## src/hw/rtl/omfe_pkg.sv

```systemverilog
// Package: message type codes, field layout tables and word types of the extractor.
package omfe_pkg;

   // Type bytes that open a message
   localparam logic [7:0] TYPE_BYTE_U = 8'h55;  // 'U'
   localparam logic [7:0] TYPE_BYTE_R = 8'h52;  // 'R'
   localparam logic [7:0] TYPE_BYTE_X = 8'h58;  // 'X'
   localparam logic [7:0] TYPE_BYTE_A = 8'h41;  // 'A'
   localparam logic [7:0] TYPE_BYTE_LR = 8'h72; // 'r'
   localparam logic [7:0] TYPE_BYTE_C = 8'h43;  // 'C'
   localparam logic [7:0] TYPE_BYTE_E = 8'h45;  // 'E'
   localparam logic [7:0] TYPE_BYTE_J = 8'h4A;  // 'J'

   // Message codes as reported on the result channel
   localparam logic [2:0] CODE_U = 3'd0;
   localparam logic [2:0] CODE_R = 3'd1;
   localparam logic [2:0] CODE_X = 3'd2;
   localparam logic [2:0] CODE_A = 3'd3;
   localparam logic [2:0] CODE_LR = 3'd4;
   localparam logic [2:0] CODE_C = 3'd5;
   localparam logic [2:0] CODE_E = 3'd6;
   localparam logic [2:0] CODE_J = 3'd7;

   // Input kinds and result status codes
   localparam logic KIND_DATA = 1'b0;
   localparam logic KIND_FLUSH = 1'b1;
   localparam logic STATUS_FIELD = 1'b0;
   localparam logic STATUS_BAD_TYPE = 1'b1;

   localparam logic [3:0] CHUNK_BYTES = 4'd8;
   localparam logic [3:0] MAX_FIELD_BYTES = 4'd14;

   // Field widths in bytes per message code; unused slots are zero
   localparam logic [3:0] FIELD_WIDTH [8][16] = '{
      '{4'd4, 4'd1, 4'd4, 4'd8, 4'd8, 4'd1, 4'd1, 4'd1,
        4'd1, 4'd1, 4'd14, 4'd4, 4'd4, 4'd4, 4'd4, 4'd4},
      '{4'd4, 4'd4, 4'd4, 4'd8, 4'd1, 4'd1, 4'd1, 4'd0,
        4'd0, 4'd0, 4'd0, 4'd0, 4'd0, 4'd0, 4'd0, 4'd0},
      '{4'd4, 4'd4, 4'd0, 4'd0, 4'd0, 4'd0, 4'd0, 4'd0,
        4'd0, 4'd0, 4'd0, 4'd0, 4'd0, 4'd0, 4'd0, 4'd0},
      '{4'd8, 4'd4, 4'd8, 4'd1, 4'd8, 4'd4, 4'd8, 4'd1,
        4'd1, 4'd1, 4'd14, 4'd0, 4'd0, 4'd0, 4'd0, 4'd0},
      '{4'd8, 4'd4, 4'd4, 4'd8, 4'd4, 4'd8, 4'd1, 4'd0,
        4'd0, 4'd0, 4'd0, 4'd0, 4'd0, 4'd0, 4'd0, 4'd0},
      '{4'd8, 4'd4, 4'd4, 4'd4, 4'd1, 4'd0, 4'd0, 4'd0,
        4'd0, 4'd0, 4'd0, 4'd0, 4'd0, 4'd0, 4'd0, 4'd0},
      '{4'd8, 4'd4, 4'd4, 4'd8, 4'd1, 4'd8, 4'd0, 4'd0,
        4'd0, 4'd0, 4'd0, 4'd0, 4'd0, 4'd0, 4'd0, 4'd0},
      '{4'd8, 4'd4, 4'd1, 4'd14, 4'd0, 4'd0, 4'd0, 4'd0,
        4'd0, 4'd0, 4'd0, 4'd0, 4'd0, 4'd0, 4'd0, 4'd0}
   };

   // Number of fields per message code
   localparam logic [4:0] FIELD_COUNT [8] = '{
      5'd16, 5'd7, 5'd2, 5'd11, 5'd7, 5'd5, 5'd6, 5'd4
   };

   typedef enum logic {
      ST_IDLE,
      ST_BODY
   } parse_state_type;

   typedef struct packed {
      logic       hit;
      logic [2:0] code;
   } type_lookup_type;

   typedef struct packed {
      logic        status;
      logic [2:0]  msg_code;
      logic [3:0]  field_index;
      logic        part_index;
      logic [63:0] value;
      logic [3:0]  value_bytes;
      logic        last_in_message;
   } rsp_word_type;

   // Map a type byte to its message code
   function automatic type_lookup_type lookup_type(input logic [7:0] b);
      type_lookup_type r;
      r.hit = 1'b1;
      r.code = CODE_U;
      case (b)
         TYPE_BYTE_U: r.code = CODE_U;
         TYPE_BYTE_R: r.code = CODE_R;
         TYPE_BYTE_X: r.code = CODE_X;
         TYPE_BYTE_A: r.code = CODE_A;
         TYPE_BYTE_LR: r.code = CODE_LR;
         TYPE_BYTE_C: r.code = CODE_C;
         TYPE_BYTE_E: r.code = CODE_E;
         TYPE_BYTE_J: r.code = CODE_J;
         default: r.hit = 1'b0;
      endcase
      return r;
   endfunction

endpackage

```

## src/hw/rtl/omfe_ifs.sv

```systemverilog
// Interfaces: byte request channel and field result channel.
interface omfe_req_if;
   logic       valid;
   logic       ready;
   logic       kind;
   logic [7:0] data_byte;

   modport source (output valid, output kind, output data_byte, input ready);
   modport sink (input valid, input kind, input data_byte, output ready);
endinterface

interface omfe_rsp_if;
   logic        valid;
   logic        ready;
   logic        status;
   logic [2:0]  msg_code;
   logic [3:0]  field_index;
   logic        part_index;
   logic [63:0] value;
   logic [3:0]  value_bytes;
   logic        last_in_message;

   modport source (output valid, output status, output msg_code, output field_index,
                   output part_index, output value, output value_bytes,
                   output last_in_message, input ready);
   modport sink (input valid, input status, input msg_code, input field_index,
                 input part_index, input value, input value_bytes,
                 input last_in_message, output ready);
endinterface

```

## src/hw/rtl/omfe_parser.sv

```systemverilog
// Parser: message state, field accumulator and result word formation per byte.
module omfe_parser
   import omfe_pkg::*;
(
   input  logic         clock,
   input  logic         reset,
   input  logic         accept,
   input  logic         kind,
   input  logic [7:0]   data_byte,
   output logic         emit,
   output rsp_word_type word
);

   parse_state_type state_ff, state_in;
   logic [2:0]  code_ff, code_in;
   logic [3:0]  field_ff, field_in;
   logic [3:0]  count_ff, count_in;
   logic [63:0] acc_ff, acc_in;

   type_lookup_type lookup;
   logic [3:0]  width;
   logic [3:0]  count_inc;
   logic [63:0] acc_new;
   logic        field_done;
   logic        chunk_done;
   logic        last_field;
   logic        part;

   // Decode current byte against the field layout
   always_comb begin
      lookup = lookup_type(data_byte);
      width = FIELD_WIDTH[code_ff][field_ff];
      count_inc = count_ff + 4'd1;
      acc_new = acc_ff | ({56'd0, data_byte} << {count_ff[2:0], 3'b000});
      field_done = (count_inc >= width);
      chunk_done = (count_inc == CHUNK_BYTES);
      last_field = (({1'b0, field_ff} + 5'd1) >= FIELD_COUNT[code_ff]);
      part = count_ff[3];
   end

   // Next state
   always_comb begin
      state_in = state_ff;
      if (accept) begin
         if (kind == KIND_FLUSH) begin
            state_in = ST_IDLE;
         end else begin
            case (state_ff)
               ST_IDLE: begin
                  if (lookup.hit) state_in = ST_BODY;
               end
               ST_BODY: begin
                  if (field_done && last_field) state_in = ST_IDLE;
               end
               default: state_in = ST_IDLE;
            endcase
         end
      end
   end

   // Datapath updates and result word
   always_comb begin
      code_in = code_ff;
      field_in = field_ff;
      count_in = count_ff;
      acc_in = acc_ff;
      emit = 1'b0;
      word.status = STATUS_FIELD;
      word.msg_code = code_ff;
      word.field_index = field_ff;
      word.part_index = 1'b0;
      word.value = acc_new;
      word.value_bytes = CHUNK_BYTES;
      word.last_in_message = 1'b0;
      if (accept && kind == KIND_DATA) begin
         case (state_ff)
            ST_IDLE: begin
               if (lookup.hit) begin
                  code_in = lookup.code;
                  field_in = 4'd0;
                  count_in = 4'd0;
                  acc_in = 64'd0;
               end else begin
                  emit = 1'b1;
                  word.status = STATUS_BAD_TYPE;
                  word.msg_code = CODE_U;
                  word.field_index = 4'd0;
                  word.value = {56'd0, data_byte};
                  word.value_bytes = 4'd1;
               end
            end
            ST_BODY: begin
               if (field_done) begin
                  emit = 1'b1;
                  word.part_index = part;
                  word.value_bytes = part ? (count_inc - CHUNK_BYTES) : count_inc;
                  word.last_in_message = last_field;
                  field_in = field_ff + 4'd1;
                  count_in = 4'd0;
                  acc_in = 64'd0;
               end else if (chunk_done) begin
                  emit = 1'b1;
                  count_in = count_inc;
                  acc_in = 64'd0;
               end else begin
                  count_in = count_inc;
                  acc_in = acc_new;
               end
            end
            default: ;
         endcase
      end
   end

   // Hold control state; accumulator carries payload only
   always_ff @(posedge clock) begin
      if (reset) begin
         state_ff <= ST_IDLE;
         code_ff <= CODE_U;
         field_ff <= 4'd0;
         count_ff <= 4'd0;
      end else begin
         state_ff <= state_in;
         code_ff <= code_in;
         field_ff <= field_in;
         count_ff <= count_in;
      end
   end

   always_ff @(posedge clock) begin
      acc_ff <= acc_in;
   end

   a_count_in_range: assert property (@(posedge clock) disable iff (reset)
      count_ff < MAX_FIELD_BYTES)
      else $error("field byte count out of range");

   a_field_in_range: assert property (@(posedge clock) disable iff (reset)
      state_ff == ST_BODY |-> {1'b0, field_ff} < FIELD_COUNT[code_ff])
      else $error("field number beyond message layout");

   a_bad_type_when_idle: assert property (@(posedge clock) disable iff (reset)
      emit && word.status == STATUS_BAD_TYPE |-> state_ff == ST_IDLE)
      else $error("bad type word raised inside a message");

   a_last_closes: assert property (@(posedge clock) disable iff (reset)
      emit && word.last_in_message |=> state_ff == ST_IDLE)
      else $error("message still open after its last field");

endmodule

```

## src/hw/rtl/omfe_rsp_reg.sv

```systemverilog
// Result register: holds one result word until the sink takes it.
module omfe_rsp_reg
   import omfe_pkg::*;
(
   input  logic         clock,
   input  logic         reset,
   input  logic         load,
   input  rsp_word_type word_in,
   input  logic         sink_ready,
   output logic         can_take,
   output logic         valid,
   output rsp_word_type word_out
);

   logic         valid_ff, valid_in;
   rsp_word_type word_ff, word_in_sel;

   // Room for a new word when empty or the held word leaves this cycle
   assign can_take = !valid_ff || sink_ready;

   always_comb begin
      valid_in = valid_ff;
      word_in_sel = word_ff;
      if (can_take) begin
         valid_in = load;
         word_in_sel = word_in;
      end
   end

   always_ff @(posedge clock) begin
      if (reset) begin
         valid_ff <= 1'b0;
      end else begin
         valid_ff <= valid_in;
      end
   end

   always_ff @(posedge clock) begin
      word_ff <= word_in_sel;
   end

   assign valid = valid_ff;
   assign word_out = word_ff;

endmodule

```

## src/hw/rtl/order_message_field_extractor_top.sv

```systemverilog
// Top level: order message field extractor.
// A result word is held in the output register from the cycle after its byte is taken.
// Throughput: one byte per cycle; req ready drops only while a held result is not taken.
// Each byte yields zero or one result word; type bytes and mid-chunk bytes yield none.
// Reset (synchronous, active high) closes any open message and empties the output register.
module order_message_field_extractor_top
   import omfe_pkg::*;
(
   input  logic clock,
   input  logic reset,
   omfe_req_if.sink   req_chan,
   omfe_rsp_if.source rsp_chan
);

   logic         accept;
   logic         can_take;
   logic         emit;
   logic         rsp_valid;
   rsp_word_type parse_word;
   rsp_word_type out_word;

   // Take a byte whenever the result register has room
   assign req_chan.ready = can_take;
   assign accept = req_chan.valid && can_take;

   omfe_parser u_parser (
      .clock     (clock),
      .reset     (reset),
      .accept    (accept),
      .kind      (req_chan.kind),
      .data_byte (req_chan.data_byte),
      .emit      (emit),
      .word      (parse_word)
   );

   omfe_rsp_reg u_rsp_reg (
      .clock      (clock),
      .reset      (reset),
      .load       (emit),
      .word_in    (parse_word),
      .sink_ready (rsp_chan.ready),
      .can_take   (can_take),
      .valid      (rsp_valid),
      .word_out   (out_word)
   );

   // Drive result channel
   assign rsp_chan.valid = rsp_valid;
   assign rsp_chan.status = out_word.status;
   assign rsp_chan.msg_code = out_word.msg_code;
   assign rsp_chan.field_index = out_word.field_index;
   assign rsp_chan.part_index = out_word.part_index;
   assign rsp_chan.value = out_word.value;
   assign rsp_chan.value_bytes = out_word.value_bytes;
   assign rsp_chan.last_in_message = out_word.last_in_message;

endmodule

```

## src/flat_wrapper.sv

```systemverilog
// flat-port wrapper written by rule: the top's interface ports become plain ports
module order_message_field_extractor_top_flat import omfe_pkg::*;
  (clock, reset, req_chan_valid, req_chan_kind, req_chan_data_byte, req_chan_ready, rsp_chan_valid, rsp_chan_status, rsp_chan_msg_code, rsp_chan_field_index, rsp_chan_part_index, rsp_chan_value, rsp_chan_value_bytes, rsp_chan_last_in_message, rsp_chan_ready);
  omfe_req_if req_chan_i ();
  omfe_rsp_if rsp_chan_i ();
  input  logic clock;
  input  logic reset;
  input wire logic [$bits(req_chan_i.valid)-1:0] req_chan_valid;
  input wire logic [$bits(req_chan_i.kind)-1:0] req_chan_kind;
  input wire logic [$bits(req_chan_i.data_byte)-1:0] req_chan_data_byte;
  output wire logic [$bits(req_chan_i.ready)-1:0] req_chan_ready;
  output wire logic [$bits(rsp_chan_i.valid)-1:0] rsp_chan_valid;
  output wire logic [$bits(rsp_chan_i.status)-1:0] rsp_chan_status;
  output wire logic [$bits(rsp_chan_i.msg_code)-1:0] rsp_chan_msg_code;
  output wire logic [$bits(rsp_chan_i.field_index)-1:0] rsp_chan_field_index;
  output wire logic [$bits(rsp_chan_i.part_index)-1:0] rsp_chan_part_index;
  output wire logic [$bits(rsp_chan_i.value)-1:0] rsp_chan_value;
  output wire logic [$bits(rsp_chan_i.value_bytes)-1:0] rsp_chan_value_bytes;
  output wire logic [$bits(rsp_chan_i.last_in_message)-1:0] rsp_chan_last_in_message;
  input wire logic [$bits(rsp_chan_i.ready)-1:0] rsp_chan_ready;
  assign req_chan_i.valid = req_chan_valid;
  assign req_chan_i.kind = req_chan_kind;
  assign req_chan_i.data_byte = req_chan_data_byte;
  assign req_chan_ready = req_chan_i.ready;
  assign rsp_chan_valid = rsp_chan_i.valid;
  assign rsp_chan_status = rsp_chan_i.status;
  assign rsp_chan_msg_code = rsp_chan_i.msg_code;
  assign rsp_chan_field_index = rsp_chan_i.field_index;
  assign rsp_chan_part_index = rsp_chan_i.part_index;
  assign rsp_chan_value = rsp_chan_i.value;
  assign rsp_chan_value_bytes = rsp_chan_i.value_bytes;
  assign rsp_chan_last_in_message = rsp_chan_i.last_in_message;
  assign rsp_chan_i.ready = rsp_chan_ready;
  order_message_field_extractor_top u_core (.clock(clock), .reset(reset), .req_chan(req_chan_i), .rsp_chan(rsp_chan_i));
endmodule
```

## config.mk

```make
export PLATFORM = sky130hd
export DESIGN_NAME = order_message_field_extractor_top_flat
export DESIGN_NICKNAME = d
export VERILOG_FILES = /design/src/hw/rtl/omfe_pkg.sv /design/src/hw/rtl/omfe_ifs.sv /design/src/hw/rtl/omfe_parser.sv /design/src/hw/rtl/omfe_rsp_reg.sv /design/src/hw/rtl/order_message_field_extractor_top.sv /design/src/flat_wrapper.sv
export SDC_FILE = /design/constraint.sdc
export NUM_CORES = 1
export LEC_CHECK = 0
export ABC_AREA = 1
export BUFFER_PORTS_ARGS = -buffer_cell sky130_fd_sc_hd__buf_2
export CAP_MARGIN = 10
export CORE_UTILIZATION = 53
export DETAILED_ROUTE_END_ITERATION = 16
export PLACE_DENSITY_LB_ADDON = 0.25
export SYNTH_ARGS = -nofsm -noshare
export SYNTH_HDL_FRONTEND = slang
export SYNTH_SLANG_ARGS = --single-unit
export TNS_END_PERCENT = 10
```

## constraint.sdc

```tcl
create_clock -name clock -period 5.25 [get_ports clock]
set_input_delay 1.05 -clock clock [delete_from_list [all_inputs] [get_ports clock]]
set_output_delay 1.05 -clock clock [all_outputs]
set_load 0.005 [all_outputs]
```

==> results of run 1 <==
[cells in the mapped netlist, types with 5 or more instances]
master | n | share of area
or2_2 | 27 | 0.023
buf_2 | 9 | 0.0061
ha_1 | 16 | 0.027
clkbuf_1 | 16 | 0.0081
edfxtp_1 | 142 | 0.58
nor2_1 | 98 | 0.050
or2_1 | 13 | 0.011
o21ai_1 | 8 | 0.0054
inv_2 | 8 | 0.0041
dfxtp_1 | 13 | 0.035
a21oi_1 | 61 | 0.041
nor3_1 | 19 | 0.013
inv_1 | 141 | 0.071
nand3_1 | 18 | 0.012
nand4_1 | 5 | 0.0042
o21ai_0 | 34 | 0.023
nand2_1 | 106 | 0.054
a31oi_1 | 10 | 0.0084
[how the worst min path moves through the flow]
stage,from,endpoint,slack (ns),depth (start not counted)
after floorplan,u_core.u_parser.count_ff[3],u_core.u_parser.count_ff[3],0.46,2
after global placement,u_core.u_parser.state_ff,u_core.u_parser.state_ff,0.49,2
after global routing,u_core.u_parser.state_ff,u_core.u_parser.state_ff,0.56,2
after detailed placement,u_core.u_parser.state_ff,u_core.u_parser.state_ff,0.50,2
final,u_core.u_parser.state_ff,u_core.u_parser.state_ff,0.51,2
after CTS,u_core.u_parser.state_ff,u_core.u_parser.state_ff,0.51,2
[worst max-delay path, stage by stage, from the launching register on]
cell,delay [ns]
dfxtp_1,0.49
inv_1,0.17
ha_1,0.33
nor2_1,0.26
nand2_1,0.16
o21ai_0,0.26
o21ai_0,0.23
ha_1,0.36
inv_1,0.04
o21bai_1,0.11
nand3_1,0.08
nand3_1,0.11
nor2_1,0.12
nand2_2,0.07
buf_4,0.54
nor2_1,0.12
[final cells by class]
| type | count | area [sq um] |
|---|---|---|
| clock buffer | 17 | 425.4 |
| fill | 1131 | 4873 |
| clock inverter | 15 | 148.9 |
| multi-input combinational | 430 | 2161 |
| sequential | 155 | 4524 |
| timing repair buffer | 99 | 533.0 |
| inverter | 151 | 566.8 |
| tap | 176 | 220.2 |
[power by group through the flow]
stage	logic [W]	registers, W	clock network, W
2_1_floorplan	0.0000657	0.00142	0
6_report	0.000135	0.00139	0.00120
4_1_cts	0.000135	0.00139	0.00121
3_3_place_gp	0.000131	0.00142	0
5_1_grt	0.000149	0.00140	0.00126
3_5_place_dp	0.000134	0.00142	0
[cell families after synthesis]
kind of cell / count (synthesis) / share of synthesized area
AND/OR/NAND/NOR: 293 / 0.1762
buffers and inverters: 185 / 0.09958
adder cells (fa/ha/maj): 16 / 0.02700
XOR/XNOR: 4 / 0.004725
flip-flops: 155 / 0.6103
AO/OA/AOI/OAI: 117 / 0.08219
[registers in the layout, summed over array words and instances (netlist names)]
register and cells:
u_core.u_parser.field_ff 4, u_core.u_parser.code_ff 3, u_core.u_parser.state_ff 1, u_core.u_rsp_reg.word_out 78
u_core.u_rsp_reg.valid 1, u_core.u_parser.acc_ff 64, u_core.u_parser.count_ff 4
[metal layers]
metal  vias up  wire (um)  global-route usage
met2       206       7495              0.3682
li1       2657          -                   -
met1      2580       7445              0.3190
met5         -          0                   0
met4         0        158             0.07562
met3        14        932             0.05660
[cells in the final DEF, fill, tap and decap left out, drive strengths merged]
| master | count |
|---|---|
| nand4 | 6 |
| nor3 | 19 |
| dfxtp | 13 |
| a31oi | 10 |
| nand3 | 18 |
| inv | 151 |
| nand2 | 108 |
| edfxtp | 142 |
| o21ai | 42 |
| o21bai | 1 |
| bufinv | 2 |
| clkinvlp | 1 |
| clkbuf | 17 |
| xor2 | 4 |
| buf | 99 |
| clkinv | 12 |
| nor2 | 102 |
| a21oi | 61 |
| or2 | 40 |
| o211ai | 2 |
| ha | 16 |
| o311ai | 1 |
[through the flow]
step / setup WS (ns) / hold WS [ns]
finish: 1.490 / 0.5097
CTS: 1.458 / 0.5065
detailed placement: 1.529 / 0.4983
floorplan: 0.7422 / 0.4641
global route: 1.080 / 0.5577
global placement: 1.520 / 0.4881
==> impl_metrics.tcl, run 1 <==
set metrics [dict create \
    pwr-share-seq 0.511 \
    power.leakage_nw 4.055 \
    vias 5457 \
    die_area_sq_um 14460 \
    power.share.clock 0.440 \
    setup_viol 0 \
    h-tree-depth 4 \
    rr_startpoint "u_core.u_parser.code_ff[0]" \
    setup_tns_ns 0 \
    clk_latency_ns 0.43 \
    clk_pin_slew_worst_paths_ns 0.06 \
    grt_usage 0.2336 \
    die_h_um 120.3 \
    ff2ff_setup_slack_ns 1.49 \
    yosysSeqAreaShare 0.6103 \
    grt_max_degree 66 \
    crit_type "register to register" \
    ctsHoldBuffers 0 \
    drtPass1Iterations 6 \
    fin_crit_sh 0.7162 \
    final_core_util 0.6377 \
    dp_cells 1010 \
    fmax_ghz 0.2660 \
    synth_edf_count 142 \
    synth_ff_type "edfxtp_1" \
    required_ns 5.40 \
    maxCapViolCount 0 \
    core_area_sq_um 13450 \
    pin_count 93 \
    fp.dieW_um 120.3 \
    min_period_ns 3.760 \
    cts_buffers 17 \
    r2r_end "u_core.u_parser.acc_ff[26]" \
    clockBufferDepth 2 \
    worstMarginPinSlew_ns 0.8813 \
    grt_pass1_vias 5190 \
    rr_worst_depth 15 \
    synth-async-reset-ratio 0 \
    synth_cell_types 30 \
    relSlewSlack 0.4116 \
    power_density_nw_per_um2 317.7 \
    place_area_sq_um 7978 \
    drtIter0Drc 627 \
    num-nets-final 883 \
    syn_nets 799 \
    cp-startpoint "u_core.u_parser.code_ff[0]" \
    cp.arrival_ns 3.91 \
    postLayoutCellArea_sq_um 8579 \
    grt_pass1_wl_um 25850 \
    ir_drop_mv 0.2218 \
    yosys_warnings 0 \
    postCtsSetupBuffers 0 \
    p_sw_w 0.0005983 \
    power.share.switching 0.2195 \
    synthCells 770 \
    hold_viol_final 0 \
    p_comb_frac 0.049 \
    syn_area_sq_um 7413 \
    total_power_w 0.002726 \
    overflow 0 \
    finClkSkew_ns 0.01223 \
    root_buffer "clkbuf_16" \
    start_util 0.5511 \
    rsz0062_at_grt "no" \
    io_buffers 92 \
    report.final.slew_viol_count 0 \
    num_antenna_cells 0 \
    cts_tree "yes" \
    antenna_found_initial 0 \
    layout-drive-gt1-share 0.1995 \
    intPower_w 0.002127 \
    std_cell_rows 42 \
    viasPerCell 5.232 \
    crit_path_start_kind "register" \
    synth.avg_cell_area_sq_um 9.628 \
    ant_nets 0 \
    dp_hpwl_um 10720 \
    crit_end "u_core.u_parser.acc_ff[26]" \
    area_delta_synth_final_pct 15.73 \
    ys_ff_latch 155 \
    hold_class "register to register" \
    outcome "finished clean" \
    cts_num_sinks 155 \
    layout.cells.non_filler 1043 \
    path_max_fanout 65 \
    drcViolationCount 0 \
    wire_per_inst_um 15.37 \
    gp_congestion 0.8284 \
    end_kind "register" \
    cts_resized 0 \
    wl_um 16030 \
]
(Power assumes the default switching activity.)
==> run 2, diff against run 1 <==
--- a/config.mk
+++ b/config.mk
@@ -8,7 +8,7 @@
 export ABC_AREA = 1
 export BUFFER_PORTS_ARGS = -buffer_cell sky130_fd_sc_hd__buf_2
 export CAP_MARGIN = 10
-export CORE_UTILIZATION = 53
+export CORE_UTILIZATION = 58
 export DETAILED_ROUTE_END_ITERATION = 16
 export PLACE_DENSITY_LB_ADDON = 0.25
 export SYNTH_ARGS = -nofsm -noshare
==> constraint.sdc (replaced) <==
create_clock -name clock -period 3.6 [get_ports clock]
set_input_delay 0.72 -clock clock [delete_from_list [all_inputs] [get_ports clock]]
set_output_delay 0.72 -clock clock [all_outputs]
set_load 0.005 [all_outputs]
==> run 2 against run 1 <==
Against the previous run:
- clock skew shrank 0.0019 ns
- core utilization up 6.9 points
- highest routed layer unchanged
- via count is 0.40% lower
- final cell count is 0.58% lower
- first-iteration DRC count shrank 30%
- power is 49% higher
- sequential cell count did not move
- largest power group unchanged
- routed wire length is 5.9% lower
- non-clock buffer count grew 2
- fmax increased by 15%
==> impl_metrics.tcl, run 2 (same netlist as run 1, synthesis figures left out) <==
set metrics [dict create \
    cts_tree "yes" \
    critPathBufInv 2 \
    vias 5435 \
    power.share.clock 0.451 \
    drcViolationCount 0 \
    fp.dieW_um 115.1 \
    outcome "finished clean" \
    finClkSkew_ns 0.01031 \
    hold_viol_final 0 \
    end_kind "register" \
    hold_ws_ns 0.5246 \
    num-nets-final 885 \
    area_delta_synth_final_pct 16.34 \
    pin_count 93 \
    pwr-share-seq 0.500 \
    h-tree-depth 4 \
    met3_wirelength_um 922 \
    clk_latency_ns 0.43 \
    num_antenna_cells 0 \
    cp.arrival_ns 3.55 \
    grt_pass1_wl_um 23950 \
    min_period_ns 3.272 \
    clockBufferDepth 2 \
    rsz0062_at_grt "no" \
    layout.cells.non_filler 1037 \
    ctsHoldBuffers 0 \
    grt_pass1_vias 5116 \
    die_h_um 115.1 \
    hold_class "register to register" \
    path_max_fanout 64 \
    power.leakage_nw 4.068 \
    wire_per_inst_um 14.54 \
    largest_reg_flops 78 \
    setup_slack_ns 0.3275 \
    top_layer "met4" \
    required_ns 3.87 \
    overflow 0 \
    antenna_found_initial 0 \
    die_area_sq_um 13240 \
    std_cell_rows 40 \
    layout-drive-gt1-share 0.2037 \
    ir_drop_mv 0.4049 \
    final_common_cell "edfxtp_1" \
    fill_cells 953 \
    cp_top_family "simple AND/OR/NAND/NOR gates" \
    root_buffer "clkbuf_16" \
    report.final.slew_viol_count 0 \
    ant_nets 0 \
    wl_met1_um 6530 \
    drtPass1Iterations 5 \
    drtIter0Drc 442 \
    power_density_nw_per_um2 470.4 \
    gp_congestion 0.8607 \
    crit_chain "inv_1 -> ha_1 -> nor2_1 -> nand2_1 -> nand3_1 -> o21ai_0 -> o21ai_0 -> nand2_1 -> ha_1 -> a21oi_1 -> nand3_1 -> nor2_2 -> nand2_2 -> buf_6 -> nor2_1" \
    start_util 0.6071 \
    cts_buffers 17 \
    final_core_util 0.7063 \
    crit_type "register to register" \
    viasPerCell 5.241 \
    clk_pin_slew_worst_paths_ns 0.06 \
    slowest_delay_ns 0.47 \
    io_buffers 92 \
    wl_um 15080 \
    ff_latch_area_sq_um 4524 \
    fin_crit_sh 0.9090 \
    worstMarginPinSlew_ns 1.130 \
    wl_met2_um 7185 \
    dp_hpwl_um 10020 \
    crit_path_start_kind "register" \
    dp_cells 1005 \
    multi_input_area_sq_um 2163 \
    preCtsSetupSlack_ns 0.2462 \
    fmax_ghz 0.3056 \
    setup_viol 0 \
    final_cell_mix "142 x edfxtp_1, 140 x inv_1, 104 x nand2_1" \
    maxCapViolCount 0 \
    cts_num_sinks 155 \
    intPower_w 0.003227 \
    core_area_sq_um 12210 \
    grt_max_degree 65 \
    power.share.switching 0.2046 \
    relSlewSlack 0.2460 \
    grt_usage 0.2405 \
    setup_tns_ns 0 \
    p_sw_w 0.0008299 \
    p_comb_frac 0.049 \
    worst_path_max_delay_cell "dfxtp_1" \
]
## run 2: changes by cell type in the layout (fill, tap and decap cells not counted), sizes merged
| cell | change |
|---|---|
| clkinv | -5 |
| clkinvlp | +2 |
| bufinv | +1 |
| buf | +2 |
| clkbuf | +4 |
| inv | -2 |
## run 2: stage by stage
step / power [W] / cell area [sq um]
finish: 0.004057 / 8625
floorplan: 0.002171 / 7420
global placement: 0.002258 / 8006
global route: 0.004167 / 8625
detailed placement: 0.002264 / 8006
CTS: 0.004075 / 8618
## run 2: final timing paths
| path | endpoint | slack (ns) | startpoint | cells past startpoint |
|---|---|---|---|---|
| min reg2reg | u_core.u_parser.count_ff[3] | 0.52 | u_core.u_parser.count_ff[3] | 2 |
| min | u_core.u_parser.count_ff[3] | 0.52 | u_core.u_parser.count_ff[3] | 2 |
| max | u_core.u_parser.acc_ff[58] | 0.33 | u_core.u_parser.code_ff[0] | 15 |
| max reg2reg | u_core.u_parser.acc_ff[58] | 0.33 | u_core.u_parser.code_ff[0] | 15 |
## run 2: layer usage
layer | vias to the layer above | global-route usage
li1 | 2672 | -
met1 | 2516 | 0.3103
met2 | 206 | 0.3723
met3 | 41 | 0.06589
met4 | 0 | 0.1307
met5 | - | 0
## run 2: area by class of cell
| class | instances | area share |
|---|---|---|
| inverters | 151 | 0.06615 |
| repair buffers | 101 | 0.06311 |
| well taps | 168 | 0.02437 |
| flip-flops and latches | 155 | 0.5246 |
| multi-input cells | 430 | 0.2508 |
| clock buffers | 21 | 0.05455 |
| clock inverters | 11 | 0.01639 |
## run 2: power groups by stage
stage / Sequential, W / Clock [W] / Combinational, W
after floorplan: 0.00208 / 0 / 0.0000959
after global placement: 0.00206 / 0 / 0.000194
after detailed placement: 0.00207 / 0 / 0.000199
after CTS: 0.00203 / 0.00185 / 0.000200
after global routing: 0.00203 / 0.00191 / 0.000221
final: 0.00203 / 0.00183 / 0.000199
## run 2: worst register-to-register path: stages (launching register included)
cell     delay, ns
dfxtp_1       0.47
inv_1         0.14
ha_1          0.32
nor2_1        0.15
nand2_1       0.12
nand3_1       0.09
o21ai_0       0.07
o21ai_0       0.21
nand2_1       0.10
ha_1          0.32
a21oi_1       0.15
nand3_1       0.16
nor2_2        0.27
nand2_2       0.10
buf_6         0.25
nor2_1        0.20
## run 2: repair_timing
| item | 4_1_cts | 5_1_grt |
|---|---|---|
| buffers inserted | 0 | 0 |
| gates resized for setup | 0 | 2 |
| setup endpoints to repair | 0 | 64 |
==> run 3, diff against run 2 <==
--- a/config.mk
+++ b/config.mk
@@ -7,8 +7,8 @@
 export LEC_CHECK = 0
 export ABC_AREA = 1
 export BUFFER_PORTS_ARGS = -buffer_cell sky130_fd_sc_hd__buf_2
-export CAP_MARGIN = 10
-export CORE_UTILIZATION = 58
+export CAP_MARGIN = 0
+export CORE_UTILIZATION = 30
 export DETAILED_ROUTE_END_ITERATION = 16
 export PLACE_DENSITY_LB_ADDON = 0.25
 export SYNTH_ARGS = -nofsm -noshare
==> constraint.sdc (replaced) <==
create_clock -name clock -period 2.74 [get_ports clock]
set_input_delay 0.548 -clock clock [delete_from_list [all_inputs] [get_ports clock]]
set_output_delay 0.548 -clock clock [all_outputs]
set_load 0.005 [all_outputs]
==> run 3 against run 2 <==
Against the previous run:
- power is 30% higher
- critical path depth is 2 higher
- count of clock-buffer cells in the layout decreased by 4
- clock skew about the same
- clock power up 27%
- routed wire length is 18% higher
- critical path type unchanged
- largest cell class unchanged
==> impl_metrics.tcl, run 3 (same netlist as run 1, synthesis figures left out) <==
set metrics [dict create \
    io_buffers 92 \
    wire_per_inst_um 14.50 \
    layout-drive-gt1-share 0.2649 \
    die_h_um 159.2 \
    end_kind "register" \
    start_util 0.3057 \
    preCtsSetupSlack_ns 0.004957 \
    num-nets-final 922 \
    final_cell_mix "142 x edfxtp_1, 136 x inv_1, 100 x nand2_1" \
    pin_count 93 \
    finClkSkew_ns 0.01071 \
    worstMarginPinSlew_ns 0.6239 \
    largest_reg_flops 78 \
    clockBufferDepth 2 \
    crit_top_cell "a21oi_1" \
    fin_crit_sh 0.9678 \
    wl_um 17830 \
    layout.cells.non_filler 1230 \
    hold_viol_final 0 \
    hold_class "primary input to register" \
    ant_nets 0 \
    ir_drop_mv 0.3798 \
    rsz0062_at_grt "yes" \
    fill_cells 2468 \
    core_area_sq_um 24250 \
    die_area_sq_um 25340 \
    cts_tree "yes" \
    area_delta_synth_final_pct 25.13 \
    fp.dieW_um 159.2 \
    std_cell_rows 57 \
    h-tree-depth 4 \
    slowest_delay_ns 0.33 \
    cp.arrival_ns 2.84 \
    power_density_nw_per_um2 570.2 \
    grt_pass1_vias 5112 \
    ff2ff_setup_slack_ns 0.09 \
    gp_congestion 0.8464 \
    drcViolationCount 0 \
    grt_pass1_wl_um 27820 \
    viasPerCell 4.441 \
    critPathBufInv 3 \
    crit_path_start_kind "register" \
    num_antenna_cells 0 \
    drtPass1Iterations 5 \
    required_ns 2.92 \
    drtIter0Drc 340 \
    cp_top_family "compound AO/OA/AOI/OAI gates" \
    report.final.slew_viol_count 0 \
    grt_max_degree 42 \
    fmax_ghz 0.3771 \
    relSlewSlack 0.5825 \
    dp_hpwl_um 11710 \
    maxCapViolCount 0 \
    setup_slack_ns 0.08814 \
    final_common_cell "edfxtp_1" \
    setup_viol 0 \
    clk_latency_ns 0.43 \
    cts_buffers 17 \
    grt_usage 0.1419 \
    min_period_ns 2.652 \
    cts_num_sinks 155 \
    outcome "finished clean" \
    vias 5463 \
    path_max_fanout 8 \
    total_power_w 0.005290 \
    antenna_found_initial 0 \
    power.leakage_nw 4.282 \
    clk_pin_slew_worst_paths_ns 0.06 \
    hold_ws_ns 0.4044 \
    crit_chain "buf_4 -> ha_4 -> nand2_2 -> nand2_1 -> a21oi_1 -> a21oi_1 -> o21ai_1 -> a21oi_2 -> ha_2 -> o21bai_1 -> nand3_1 -> nand3_2 -> nor2_4 -> nand2_4 -> buf_6 -> clkbuf_16 -> nor2_1" \
    ctsHoldBuffers 0 \
    root_buffer "clkbuf_16" \
    crit_type "register to register" \
    worst_path_max_delay_cell "dfxtp_2" \
    dp_cells 1185 \
    overflow 0 \
]
==> run 3: power breakdown <==
part           internal [W]  switching (W)  total [W]
Combinational      0.000112       0.000179   0.000291
Sequential          0.00264      0.0000215    0.00266
Clock               0.00128        0.00105    0.00233
==> run 3: cell type report <==
class | instances | area [sq um] | area share
Inverter | 151 | 578.1 | 0.06231
Timing Repair Buffer | 137 | 893.4 | 0.09630
Clock inverter | 15 | 153.9 | 0.01659
Multi-Input combinational cell | 430 | 2283 | 0.2462
Sequential cell | 155 | 4529 | 0.4883
Tap cell | 324 | 405.4 | 0.04370
Clock buffer | 17 | 425.4 | 0.04586
Timing Repair inverter | 1 | 7.507 | 0.0008093
==> run 3: routing by layer <==
| layer | wire [um] | track usage | part of all wire | up-vias |
|---|---|---|---|---|
| met1 | 8835 | 0.1996 | 0.50 | 2562 |
| met4 | 364 | 0.05769 | 0.020 | 0 |
| met2 | 7951 | 0.2141 | 0.45 | 134 |
| met5 | 0 | 0 | 0 | - |
| met3 | 680 | 0.02735 | 0.038 | 24 |
| li1 | - | - | - | 2743 |
==> run 3: worst paths after layout <==
path                          startpoint                           to  cells past startpoint
max           u_core.u_parser.code_ff[0]    u_core.u_parser.acc_ff[9]                     17
min                       req_chan_valid     u_core.u_parser.state_ff                      4
max reg2reg   u_core.u_parser.code_ff[0]    u_core.u_parser.acc_ff[9]                     17
min reg2reg  u_core.u_parser.count_ff[3]  u_core.u_parser.count_ff[3]                      2
==> run 3: worst reg2reg max path: stages (launching register included) <==
cell	delay, ns
dfxtp_2	0.33
buf_4	0.17
ha_4	0.18
nand2_2	0.08
nand2_1	0.07
a21oi_1	0.18
a21oi_1	0.06
o21ai_1	0.18
a21oi_2	0.08
ha_2	0.18
o21bai_1	0.14
nand3_1	0.11
nand3_2	0.13
nor2_4	0.06
nand2_4	0.12
buf_6	0.14
clkbuf_16	0.15
nor2_1	0.04
==> run 3: stage by stage <==
stage,TNS [ns],utilization,area [sq um]
global placement,0,0.3478,8433
finish,0,0.3826,9276
floorplan,0,-,7453
detailed placement,0,0.3478,8433
global route,-0.6119,0.3826,9276
CTS,0,0.3740,9069
==> run 3: repair_timing <==
action | CTS | global route
pin swaps | 0 | 17
cloned | 1 | 2
setup endpoints to repair | 35 | 79
gates resized for setup | 7 | 30
buffers inserted | 0 | 10
